File: src/rtl/trf_pkg.sv
// ----------------------------------------------------------------------------
// trf_pkg
// Shared types and constants for the text restriction filter: beat
// layouts, pattern special characters, register indexes and sequencer states.
// ----------------------------------------------------------------------------
`default_nettype none

package trf_pkg;

  localparam int PATTERN_DEPTH_DEF = 64;

  localparam int CP_W       = 21;
  localparam int IDX_W      = 6;
  localparam int CNT_W      = 16;
  localparam int PLEN_W     = 7;
  localparam int CFG_IDX_W  = 4;
  localparam int CFG_DATA_W = 16;

  localparam logic [CP_W-1:0] CH_CARET  = 21'h00005E;
  localparam logic [CP_W-1:0] CH_DASH   = 21'h00002D;
  localparam logic [CP_W-1:0] CH_BSLASH = 21'h00005C;

  localparam logic [CNT_W-1:0] CNT_MAX = 16'hFFFF;

  localparam logic FUNC_PATTERN = 1'b0;
  localparam logic FUNC_TEXT    = 1'b1;

  localparam logic [CFG_IDX_W-1:0] CFG_MAX_CHARS      = 4'd0;
  localparam logic [CFG_IDX_W-1:0] CFG_PATTERN_LENGTH = 4'd1;

  typedef struct packed {
    logic            func;
    logic [IDX_W-1:0] pattern_index;
    logic [CP_W-1:0] code_point;
    logic            is_last;
  } trf_in_t;

  typedef struct packed {
    logic [CP_W-1:0] out_char;
    logic            keep;
    logic            out_last;
  } trf_out_t;

  typedef struct packed {
    logic             en;
    logic [IDX_W-1:0] index;
    logic [CP_W-1:0]  data;
  } trf_pat_wr_t;

  typedef struct packed {
    logic            start;
    logic [CP_W-1:0] code_point;
  } trf_walk_req_t;

  typedef struct packed {
    logic done;
    logic allowed;
  } trf_walk_rsp_t;

  typedef enum logic [1:0] {
    T_IDLE,
    T_WALK,
    T_EMIT
  } trf_top_state_t;

  typedef enum logic [1:0] {
    W_IDLE,
    W_RUN,
    W_END
  } trf_walk_state_t;

  // Parser position inside one pattern token.
  typedef enum logic [2:0] {
    P_TOK,
    P_ESC1,
    P_HAVE1,
    P_RANGE,
    P_ESC2
  } trf_parse_state_t;

endpackage

`default_nettype wire

File: src/rtl/trf_walker.sv
// ----------------------------------------------------------------------------
// trf_walker
// Holds the pattern store and walks it one entry per cycle, parsing carets,
// escapes and ranges on the fly and matching each token against the code
// point with a single shared compare unit.
// ----------------------------------------------------------------------------
`default_nettype none

module trf_walker #(
  parameter int PATTERN_DEPTH = trf_pkg::PATTERN_DEPTH_DEF
) (
  input  wire logic                        clk,
  input  wire logic                        rst,
  input  wire trf_pkg::trf_pat_wr_t        wr,
  input  wire logic [trf_pkg::PLEN_W-1:0]  pattern_length,
  input  wire trf_pkg::trf_walk_req_t      req,
  output trf_pkg::trf_walk_rsp_t           rsp
);

  localparam int AW = (PATTERN_DEPTH > 1) ? $clog2(PATTERN_DEPTH) : 1;
  localparam int CW = $clog2(PATTERN_DEPTH + 1);
  localparam int LW = (CW > trf_pkg::PLEN_W) ? CW : trf_pkg::PLEN_W;
  localparam int IW = (CW > trf_pkg::IDX_W) ? CW : trf_pkg::IDX_W;

  logic [trf_pkg::CP_W-1:0] mem [PATTERN_DEPTH];

  trf_pkg::trf_walk_state_t  wstate, wstate_next;
  trf_pkg::trf_parse_state_t pstate, pstate_next;

  logic [CW-1:0]            pos, pos_next;
  logic                     rd_vld;
  logic                     rd_last;
  logic                     rd_first;
  logic [trf_pkg::CP_W-1:0] rd_data;
  logic [trf_pkg::CP_W-1:0] first, first_next;
  logic                     in_allow, in_allow_next;
  logic                     allowed, allowed_next;
  logic                     done, done_next;

  logic [LW-1:0]            len_ext;
  logic [LW-1:0]            len_clamped;
  logic [CW-1:0]            len;
  logic                     issue;
  logic                     wr_in_range;

  // Shared compare unit.
  logic                     m_en;
  logic [trf_pkg::CP_W-1:0] m_lo;
  logic [trf_pkg::CP_W-1:0] m_hi;
  logic                     hit;

  assign len_ext     = LW'(pattern_length);
  assign len_clamped = (len_ext > LW'(PATTERN_DEPTH)) ? LW'(PATTERN_DEPTH) : len_ext;
  assign len         = len_clamped[CW-1:0];
  assign issue       = (wstate == trf_pkg::W_RUN) && (pos < len);
  assign wr_in_range = IW'(wr.index) < IW'(PATTERN_DEPTH);

  // A range end of zero means the token matches its start exactly.
  assign hit = (m_hi != '0) ? ((req.code_point >= m_lo) && (req.code_point <= m_hi))
                            : (req.code_point == m_lo);

  always_ff @(posedge clk) begin
    if (wr.en && wr_in_range) begin
      mem[AW'(wr.index)] <= wr.data;
    end
    if (issue) begin
      rd_data <= mem[pos[AW-1:0]];
    end
  end

  always_ff @(posedge clk) begin
    if (rst) begin
      wstate <= trf_pkg::W_IDLE;
      rd_vld <= 1'b0;
      done   <= 1'b0;
    end else begin
      wstate <= wstate_next;
      rd_vld <= issue;
      done   <= done_next;
    end
  end

  always_ff @(posedge clk) begin
    pstate   <= pstate_next;
    pos      <= pos_next;
    first    <= first_next;
    in_allow <= in_allow_next;
    allowed  <= allowed_next;
    if (issue) begin
      rd_last  <= (pos == len - CW'(1));
      rd_first <= (pos == '0);
    end
  end

  always_comb begin
    wstate_next   = wstate;
    pstate_next   = pstate;
    pos_next      = pos;
    first_next    = first;
    in_allow_next = in_allow;
    allowed_next  = allowed;
    done_next     = 1'b0;
    m_en          = 1'b0;
    m_lo          = first;
    m_hi          = '0;

    unique case (wstate)
      trf_pkg::W_IDLE: begin
        if (req.start) begin
          if (len == '0) begin
            allowed_next = 1'b1;
            done_next    = 1'b1;
          end else begin
            wstate_next   = trf_pkg::W_RUN;
            pos_next      = '0;
            pstate_next   = trf_pkg::P_TOK;
            in_allow_next = 1'b1;
          end
        end
      end

      trf_pkg::W_RUN: begin
        if (issue) begin
          pos_next = pos + CW'(1);
        end
        if (rd_vld) begin
          if (rd_first) begin
            allowed_next = (rd_data == trf_pkg::CH_CARET);
          end
          unique case (pstate)
            trf_pkg::P_TOK, trf_pkg::P_HAVE1: begin
              if ((pstate == trf_pkg::P_HAVE1) && (rd_data == trf_pkg::CH_DASH)) begin
                pstate_next = trf_pkg::P_RANGE;
              end else begin
                // A pending single character closes before the new token opens.
                m_en = (pstate == trf_pkg::P_HAVE1);
                if (rd_data == trf_pkg::CH_CARET) begin
                  in_allow_next = !in_allow;
                  pstate_next   = trf_pkg::P_TOK;
                end else if (rd_data == trf_pkg::CH_BSLASH) begin
                  pstate_next = trf_pkg::P_ESC1;
                end else begin
                  first_next  = rd_data;
                  pstate_next = trf_pkg::P_HAVE1;
                end
              end
            end
            trf_pkg::P_ESC1: begin
              first_next  = rd_data;
              pstate_next = trf_pkg::P_HAVE1;
            end
            trf_pkg::P_RANGE: begin
              if (rd_data == trf_pkg::CH_BSLASH) begin
                pstate_next = trf_pkg::P_ESC2;
              end else begin
                m_en        = 1'b1;
                m_hi        = rd_data;
                pstate_next = trf_pkg::P_TOK;
              end
            end
            trf_pkg::P_ESC2: begin
              m_en        = 1'b1;
              m_hi        = rd_data;
              pstate_next = trf_pkg::P_TOK;
            end
            default: begin
              pstate_next = trf_pkg::P_TOK;
            end
          endcase
          if (rd_last) begin
            wstate_next = trf_pkg::W_END;
          end
        end
      end

      trf_pkg::W_END: begin
        // Close whatever token the pattern ended inside; missing codes read as zero.
        unique case (pstate)
          trf_pkg::P_TOK: begin
            m_en = 1'b0;
          end
          trf_pkg::P_ESC1: begin
            m_en = 1'b1;
            m_lo = '0;
          end
          default: begin
            m_en = 1'b1;
          end
        endcase
        done_next   = 1'b1;
        wstate_next = trf_pkg::W_IDLE;
      end

      default: begin
        wstate_next = trf_pkg::W_IDLE;
      end
    endcase

    if (m_en && hit) begin
      allowed_next = in_allow;
    end
  end

  assign rsp.done    = done;
  assign rsp.allowed = allowed;

endmodule

`default_nettype wire

File: src/rtl/text_restrict_filter_core.sv
// Sequencing: a text beat starts a walk reading L entries of the single-port store,
// one per cycle, L being the pattern length clamped to the store depth; an empty
// pattern needs no walk. The keep flag is registered when the walk is done and the
// result beat once the output is free; only then is a new beat taken.
// Reset: synchronous; clears both registers, the character count and all handshakes.
// The pattern store is not cleared and must be written before it is walked.
// ----------------------------------------------------------------------------
// text_restrict_filter_core
// Filters code points against a restriction pattern and truncates strings
// to a maximum kept length; one result beat per text beat.
// ----------------------------------------------------------------------------
`default_nettype none

module text_restrict_filter_core #(
  parameter int PATTERN_DEPTH = trf_pkg::PATTERN_DEPTH_DEF
) (
  input  wire logic                            clk,
  input  wire logic                            rst,
  input  wire logic                            item_valid,
  output logic                                 item_ready,
  input  wire trf_pkg::trf_in_t                item,
  output logic                                 result_valid,
  input  wire logic                            result_ready,
  output trf_pkg::trf_out_t                    result,
  input  wire logic                            cfg_valid,
  output logic                                 cfg_ready,
  input  wire logic [trf_pkg::CFG_IDX_W-1:0]   cfg_index,
  input  wire logic [trf_pkg::CFG_DATA_W-1:0]  cfg_data
);

  trf_pkg::trf_top_state_t state, state_next;

  logic [trf_pkg::CNT_W-1:0]  max_chars;
  logic [trf_pkg::PLEN_W-1:0] pattern_length;
  logic [trf_pkg::CNT_W-1:0]  char_count;

  logic [trf_pkg::CP_W-1:0]   cur_cp;
  logic                       cur_last;
  logic                       cur_within;
  logic                       keep_hold;

  logic                       text_accept;
  logic                       in_limit;
  logic                       load_keep;
  logic                       load_result;

  trf_pkg::trf_pat_wr_t       wr;
  trf_pkg::trf_walk_req_t     req;
  trf_pkg::trf_walk_rsp_t     rsp;

  assign cfg_ready   = 1'b1;
  assign item_ready  = (state == trf_pkg::T_IDLE);
  assign text_accept = item_valid && item_ready && (item.func == trf_pkg::FUNC_TEXT);
  assign in_limit    = (max_chars == '0) || (char_count < max_chars);

  assign wr.en    = item_valid && item_ready && (item.func == trf_pkg::FUNC_PATTERN);
  assign wr.index = item.pattern_index;
  assign wr.data  = item.code_point;

  assign req.start      = text_accept;
  assign req.code_point = cur_cp;

  trf_walker #(
    .PATTERN_DEPTH(PATTERN_DEPTH)
  ) u_walker (
    .clk           (clk),
    .rst           (rst),
    .wr            (wr),
    .pattern_length(pattern_length),
    .req           (req),
    .rsp           (rsp)
  );

  always_comb begin
    state_next  = state;
    load_keep   = 1'b0;
    load_result = 1'b0;
    unique case (state)
      trf_pkg::T_IDLE: begin
        if (text_accept) begin
          state_next = trf_pkg::T_WALK;
        end
      end
      trf_pkg::T_WALK: begin
        if (rsp.done) begin
          load_keep  = 1'b1;
          state_next = trf_pkg::T_EMIT;
        end
      end
      trf_pkg::T_EMIT: begin
        // The output register frees up in the same cycle its beat is taken.
        if (!result_valid || result_ready) begin
          load_result = 1'b1;
          state_next  = trf_pkg::T_IDLE;
        end
      end
      default: begin
        state_next = trf_pkg::T_IDLE;
      end
    endcase
  end

  always_ff @(posedge clk) begin
    if (rst) begin
      state          <= trf_pkg::T_IDLE;
      max_chars      <= '0;
      pattern_length <= '0;
      char_count     <= '0;
      result_valid   <= 1'b0;
    end else begin
      state <= state_next;
      if (cfg_valid && cfg_ready) begin
        if (cfg_index == trf_pkg::CFG_MAX_CHARS) begin
          max_chars <= cfg_data;
        end else if (cfg_index == trf_pkg::CFG_PATTERN_LENGTH) begin
          pattern_length <= cfg_data[trf_pkg::PLEN_W-1:0];
        end
      end
      if (text_accept) begin
        if (item.is_last) begin
          char_count <= '0;
        end else if (char_count != trf_pkg::CNT_MAX) begin
          char_count <= char_count + trf_pkg::CNT_W'(1);
        end
      end
      if (load_result) begin
        result_valid <= 1'b1;
      end else if (result_ready) begin
        result_valid <= 1'b0;
      end
    end
  end

  always_ff @(posedge clk) begin
    if (text_accept) begin
      cur_cp     <= item.code_point;
      cur_last   <= item.is_last;
      cur_within <= in_limit;
    end
    if (load_keep) begin
      keep_hold <= cur_within && rsp.allowed;
    end
    if (load_result) begin
      result.out_char <= cur_cp;
      result.keep     <= keep_hold;
      result.out_last <= cur_last;
    end
  end

endmodule

`default_nettype wire

File: config.mk
export PLATFORM = sky130hd
export DESIGN_NAME = text_restrict_filter_core
export DESIGN_NICKNAME = d
export VERILOG_FILES = /design/src/rtl/trf_pkg.sv /design/src/rtl/trf_walker.sv /design/src/rtl/text_restrict_filter_core.sv
export SDC_FILE = /design/constraint.sdc
export NUM_CORES = 2
export LEC_CHECK = 0
export BUFFER_PORTS_ARGS = -buffer_cell sky130_fd_sc_hd__buf_2
export CORE_MARGIN = 5
export CORE_UTILIZATION = 55
export CTS_CLUSTER_SIZE = 10
export DETAILED_ROUTE_END_ITERATION = 10
export PLACE_DENSITY = 0.82
export SETUP_SLACK_MARGIN = 0.02
export SYNTH_ARGS = -nofsm -noshare
export SYNTH_HDL_FRONTEND = slang
export SYNTH_SLANG_ARGS = --single-unit
File: constraint.sdc
create_clock -name clk -period 4.95 [get_ports clk]
set_clock_uncertainty 0.05 [all_clocks]
set_input_delay 0.2475 -clock clk [delete_from_list [all_inputs] [get_ports clk]]
set_output_delay 0.2475 -clock clk [all_outputs]
set_load 0.03 [all_outputs]
### Yosys cells after proc, flatten, opt, wreduce, memory -nomap -nowiden

Memory sizes are Yosys's and may differ from the RTL's. A register that Yosys moved wholly into a read port is not among the register bits.
Cells that the tools add are included.

| storage, ports and cells | value |
|---|---|
| bits in registers | 128 |
| bits in writable memories | 1344 |
| input bits | 54 |
| output and inout port bits | 26 |
| memories kept | 1 |

Memory list:

| name | depth | width | rd ports | clocked after Yosys merged registers in | write ports | line | source |
|---|---|---|---|---|---|---|---|
| u_walker.mem | 64 | 21 | 1 | 1 | 1 | trf_walker.sv:25 | `logic [trf_pkg::CP_W-1:0] mem [PATTERN_DEPTH];` |

| operators by class | value |
|---|---|
| $add $sub $neg | 3 |
| order comparisons | 5 |
| equal/unequal tests | 33 |
| mux-type cells | 66 |
| bitwise logic cells | 2 |
| reduce and logical (&&, ||, !) cells | 36 |

Operators with widths:

| cell | count |
|---|---|
| 21-bit two-way mux | 8 |
| 21-bit one-hot mux with 2 select lines | 2 |
| 21-bit by 7-bit == test with 1-bit output (second input constant) | 2 |
| 16-bit two-way mux | 2 |
| 7-bit two-way mux | 4 |
| 1-bit two-way mux | 26 |
| 21-bit == test | 1 |
| 21-bit by 6-bit == test with 1-bit output (second input constant) | 1 |
| 21-bit greater-or-equal comparator | 1 |
| 21-bit <= comparator | 1 |
| 21-bit nonzero test | 1 |
| 3-bit two-way mux | 6 |
| 2-bit != test (second input constant) | 9 |
| 16-bit by 1-bit adder with 16-bit output (second input constant) | 1 |
| 16-bit logical NOT | 1 |
| 16-bit < comparator | 1 |
| 2-bit two-way mux | 8 |
| 16-bit != test (second input constant) | 1 |
| 7-bit logical NOT | 2 |
| 7-bit one-hot mux with 2 select lines | 1 |
| 4-bit AND reduction | 3 |
| 2-bit by 1-bit != test with 1-bit output (second input constant) | 5 |
| 3-bit by 2-bit != test with 1-bit output (second input constant) | 3 |
| 3-bit one-hot mux with 3 select lines | 1 |
| 32 further kinds | 54 |

### Longest topological paths before layout

| logic depth | value |
|---|---|
| depth after elaboration | 11 |
| depth in mapped cells | 16 |
| mapped depth without buffers | 16 |

### Hierarchy

Synthesis repeated with hierarchy kept, for this count alone.

| unflattened totals | value |
|---|---|
| cells, all modules | 2681 |
| area total of the unflattened synthesis | 58682.5 um^2 |

By module, submodules not included:

| module | times used | cells an instance | area an instance (um^2) | seq. area each (um^2) |
|---|---|---|---|---|
| trf_walker | 1 | 2352 | 55002.8 | 42120.4 |
| text_restrict_filter_core | 1 | 329 | 3679.8 | 2252.2 |

### Worst setup path after synthesis

No wires, ideal clock.

| timing | value |
|---|---|
| path kind | reg2reg |
| from | reg u_walker.rd_data[13] in the netlist's numbering, read port of u_walker.mem |
| to | reg u_walker.allowed, data pin |
| setup time | 0.260 ns |
| data arrival time | 3.525 ns |
| required time | 4.640 ns |
| setup slack | 1.115 ns |
| stages on the path, launching flop included | 16 |
| clock period less this slack | 3.835 ns |
| cell sequence | edfxtp_1 > nor4_1 > nand4_1 > or4_1 > nand2b_1 > a31oi_1 > nor2_1 > nand2_1 > ha_1 > a21oi_1 > o21ai_0 > a221oi_1 > o211ai_1 > and4_1 > a2111oi_1 > mux2_2 |

| between the ends | value |
|---|---|
| word-level cells in the longest chain between the ends | 10 |
| elaborated cells on any way between the ends | 22 |
| classes of those cells | 1 x order compare; 3 x eq/ne; 14 x mux; 4 x reduce/logical |

Ends and longest elaborated chain:

| item | line | source |
|---|---|---|
| start, declared | trf_walker.sv:34 | `logic [trf_pkg::CP_W-1:0] rd_data;` |
| 21-bit by 7-bit == test with 1-bit output | trf_walker.sv:153 | `if (rd_data == trf_pkg::CH_BSLASH) begin` |
| 21-bit two-way mux | trf_walker.sv:153 |  |
| 21-bit one-hot mux with 2 select lines | trf_walker.sv:130 | `unique case (pstate)` |
| 21-bit two-way mux | trf_walker.sv:126 | `if (rd_vld) begin` |
| 21-bit two-way mux | trf_walker.sv:107 | `unique case (wstate)` |
| 21-bit <= comparator | trf_walker.sv:59 | `assign hit = (m_hi != '0) ? ((req.code_point >= m_lo) && (req.code_point <= m_hi))` |
| 1-bit logical AND | trf_walker.sv:59 |  |
| 1-bit two-way mux | trf_walker.sv:59 |  |
| 1-bit logical AND | trf_walker.sv:199 | `if (m_en && hit) begin` |
| 1-bit two-way mux * | trf_walker.sv:199 |  |
| via u_walker.allowed_next | trf_walker.sv:37 | `logic allowed, allowed_next;` |
| end signal, assigned | trf_walker.sv:88 | `allowed <= allowed_next;` |
| end, declared | trf_walker.sv:37 |  |

The timed path passes the listed nets; every way through them passes the cells marked *. The select of a mux whose other input is x is not followed.
A chain may end at the register's enable or synchronous reset.

### Worst setup path in the final report

| timing | value |
|---|---|
| from | reg u_walker.rd_data[16] in the netlist's numbering, read port of u_walker.mem |
| to | reg u_walker.allowed, data pin |

The elaborated chain is that of the path after synthesis.

==> metrics.txt <==
Mapped Cells 2,643; clk root buf clkbuf_16; synth top area cells edfxtp_1, mux4_2, dfxtp_1; Final Critical Period 4.59 ns; Worst-path clk slew 0.06 ns; gpl congestion 0.870; RSZ-0062 raised after global routing no; cell area after synthesis 58,500 um^2; die outline height 336 um; global route overflow 0; f_max 0.218 GHz; non-filler cells, final 4,328; sequential element share of the synthesized area 75.9%; row count 119; clock power share 37.4%; reg2reg end u_walker.allowed; initial antenna violation count 12; post-synthesis mux area share 17.2%; final setup fails 0; DRT iter0 DRCs 4,487; maxcap violations 0; Fin Setup TNS 0 ns; WS Path Type reg -> reg; Area growth syn-to-layout 13.3%; sw frac 24.4%; Slew @ Worst Pin 1.41 ns; Die Footprint 113,000 um^2; DRC violations left 0; xor-xnor portion of the synthesized cell area 0.404%; Yosys top cell area share 74.3%; fin util 62.9%; Post-layout nets 3,018; Post-Synth Adder-Cell Area 1.54%; synthesized-area fraction occupied by and/or/nand/nor cells 2.73%; Slew Limit Fails 0; Wirelength per Cell 34.8 um; ANT nets after route 0; Num CTS Buffers 169; first-pass GRT wire length 216 mm; part of the power in combinational logic 14.6%; status completed; pin count of the biggest net entering global routing 81; post-synth top area cell edfxtp_1; Switching Power 7.17 mW; compound-cell area share of the yosys netlist 1.04%; Worst Path Required 5.42 ns; GRT Util Overall 27.1%; max_slew headroom 6.27%; Hold/Removal Path Class in -> reg; routed vias/inst 6.82; HPWL Detailed 79.0 mm; cell-internal power 22.2 mW; layout cells sized above 1 29.5%; Max IR drop VDD 382 uV; critical path peak fanout 4; worst r2r path cells 15; First-pass DRT Iterations 6; Clock Latency Late Sink 0.76 ns; Starting Density 55.5%; crit start category flop; Clock Sinks 1,493; Post-synth EDFFs 1,447; Top FF cell, synth edfxtp_1; Mapped Nets 2,769; TritonCTS clock tree built; largest family of logic cells by synthesized area multiplexers; Die X 336 um; H-tree depth 4; Critical Path Start u_walker.rd_data[16]; period utilisation layout 92.8%; vias in the first global route 30,800; crit path to u_walker.allowed; PD cells 444 nW/um^2; cell leakage power 20.9 nW; Yosys Warn Count 0; IO Count 80; Synth cell types 58; DP Cell Count 4,069; core area 105,000 um^2; FF+latch count, synth 1,493; WL final 151 mm; Worst Path Arrival 5.06 ns; most frequent cells after synthesis edfxtp_1, mux4_2, nand2_1; buffers added on ports 78; Mean Syn Cell Area 22.1 um^2; flop2flop setup slack 0.36 ns; most numerous cell in the Yosys netlist edfxtp_1; post-CTS resize count 0; FFs w/ async S/R, synth 0%; Final Hold Fails 0; clock tree buffer depth 3; Tot Pwr 29.4 mW; reg2reg start u_walker.rd_data[16]; via count 29,500; CP Capture Type flop; Flop pwr share 48.0%
==> logic make-up (layout without fill, tap and decap cells) <==
family | after synthesis | in the layout
AOI/OAI and AO/OA | 96 | 96
DFF | 1493 | 1493
muxes | 453 | 453
other | 1 | 9
adders and majority gates | 72 | 72
xor gates and xnor gates | 27 | 27
buffers and inverters | 156 | 442
and+or+nand+nor | 345 | 345
==> registers in the layout, summed over array words and instances (netlist names), 2 cells and up <==
signal / flops
u_walker.mem: 1344
result: 23
cur_cp: 21
u_walker.first: 21
u_walker.rd_data: 21
char_count: 16
max_chars: 16
pattern_length: 7
u_walker.pos: 7
u_walker.pstate: 3
state: 2
u_walker.wstate: 2
==> per-layer routing <==
| layer | share of wire (%) | vias to the layer above | track usage [%] |
|---|---|---|---|
| li1 | - | 11500 | - |
| met1 | 33 | 15300 | 34.1 |
| met2 | 51 | 2276 | 45.4 |
| met3 | 11 | 411 | 6.63 |
| met4 | 4.9 | 6 | 11.9 |
| met5 | 0.023 | - | 0 |
==> area by class of cell <==
type,count,area (um^2)
tap,1391,1740
sequential,1493,44400
timing repair buffer,201,1630
clock buffer,194,4410
antenna,8,20.0
inverter,33,124
multi-input combinational,994,13700
clock inverter,14,239
fill,6587,39100
==> metrics by stage <==
stage	instance area [um^2]	setup slack (ns)	hold slack, ns
2_1_floorplan	58500	1.12	0.296
3_3_place_gp	61200	0.531	0.365
3_5_place_dp	61200	0.475	0.360
4_1_cts	66200	0.399	0.0424
5_1_grt	66300	0.0711	0.108
6_report	66300	0.356	0.0796
==> power groups by stage <==
| stage | clock, mW | combinational, mW | sequential, mW |
|---|---|---|---|
| after global placement | 0 | 3.99 | 14.4 |
| after CTS | 11.1 | 4.26 | 14.1 |
| after detailed placement | 0 | 4.12 | 14.4 |
| after global routing | 11.7 | 4.45 | 14.1 |
| final | 11.0 | 4.29 | 14.1 |
| after floorplan | 0 | 2.69 | 14.3 |
==> timing repair <==
item,CTS,global route
hold endpoints to repair,31,18
hold buffers,41,1
buffers inserted,0,0
==> worst max-delay path, cell delays in order (launching register included) <==
cell       delay [ns]
edfxtp_1         0.43
nor4_1           0.43
nand4_1          0.22
or4_1            0.57
nand2b_1         0.21
a31oi_1          0.18
nor2_1           0.10
nand2_1          0.08
ha_1             0.24
a21oi_1          0.15
o21ai_0          0.11
a221oi_1         0.33
o211ai_1         0.12
and4_1           0.21
a2111oi_1        0.51
mux2_2           0.40
==> layout by cell type (no fill, tap or decap), drive strengths merged, types with 21 or more instances in the layout <==
cell type and count:
dlygate4sd3 42, ha 72, mux4 441, dfxtp 46, buf 159, a21oi 41, nand2 114, nor2 114
clkbuf 194, edfxtp 1447, nand3 21, inv 35
==> worst min-delay path by stage <==
stage / startpoint / endpoint / slack (ns) / depth (start not counted)
after floorplan: item[1] / cur_cp[0] / 0.30 / 0
after global placement: keep_hold / result[1] / 0.37 / 0
after detailed placement: cur_last / result[0] / 0.36 / 0
after CTS: cfg_index[0] / pattern_length[2] / 0.04 / 4
after global routing: cfg_index[0] / pattern_length[1] / 0.11 / 4
final: cfg_index[0] / pattern_length[2] / 0.08 / 4
Power figures use the tool's default switching activity.
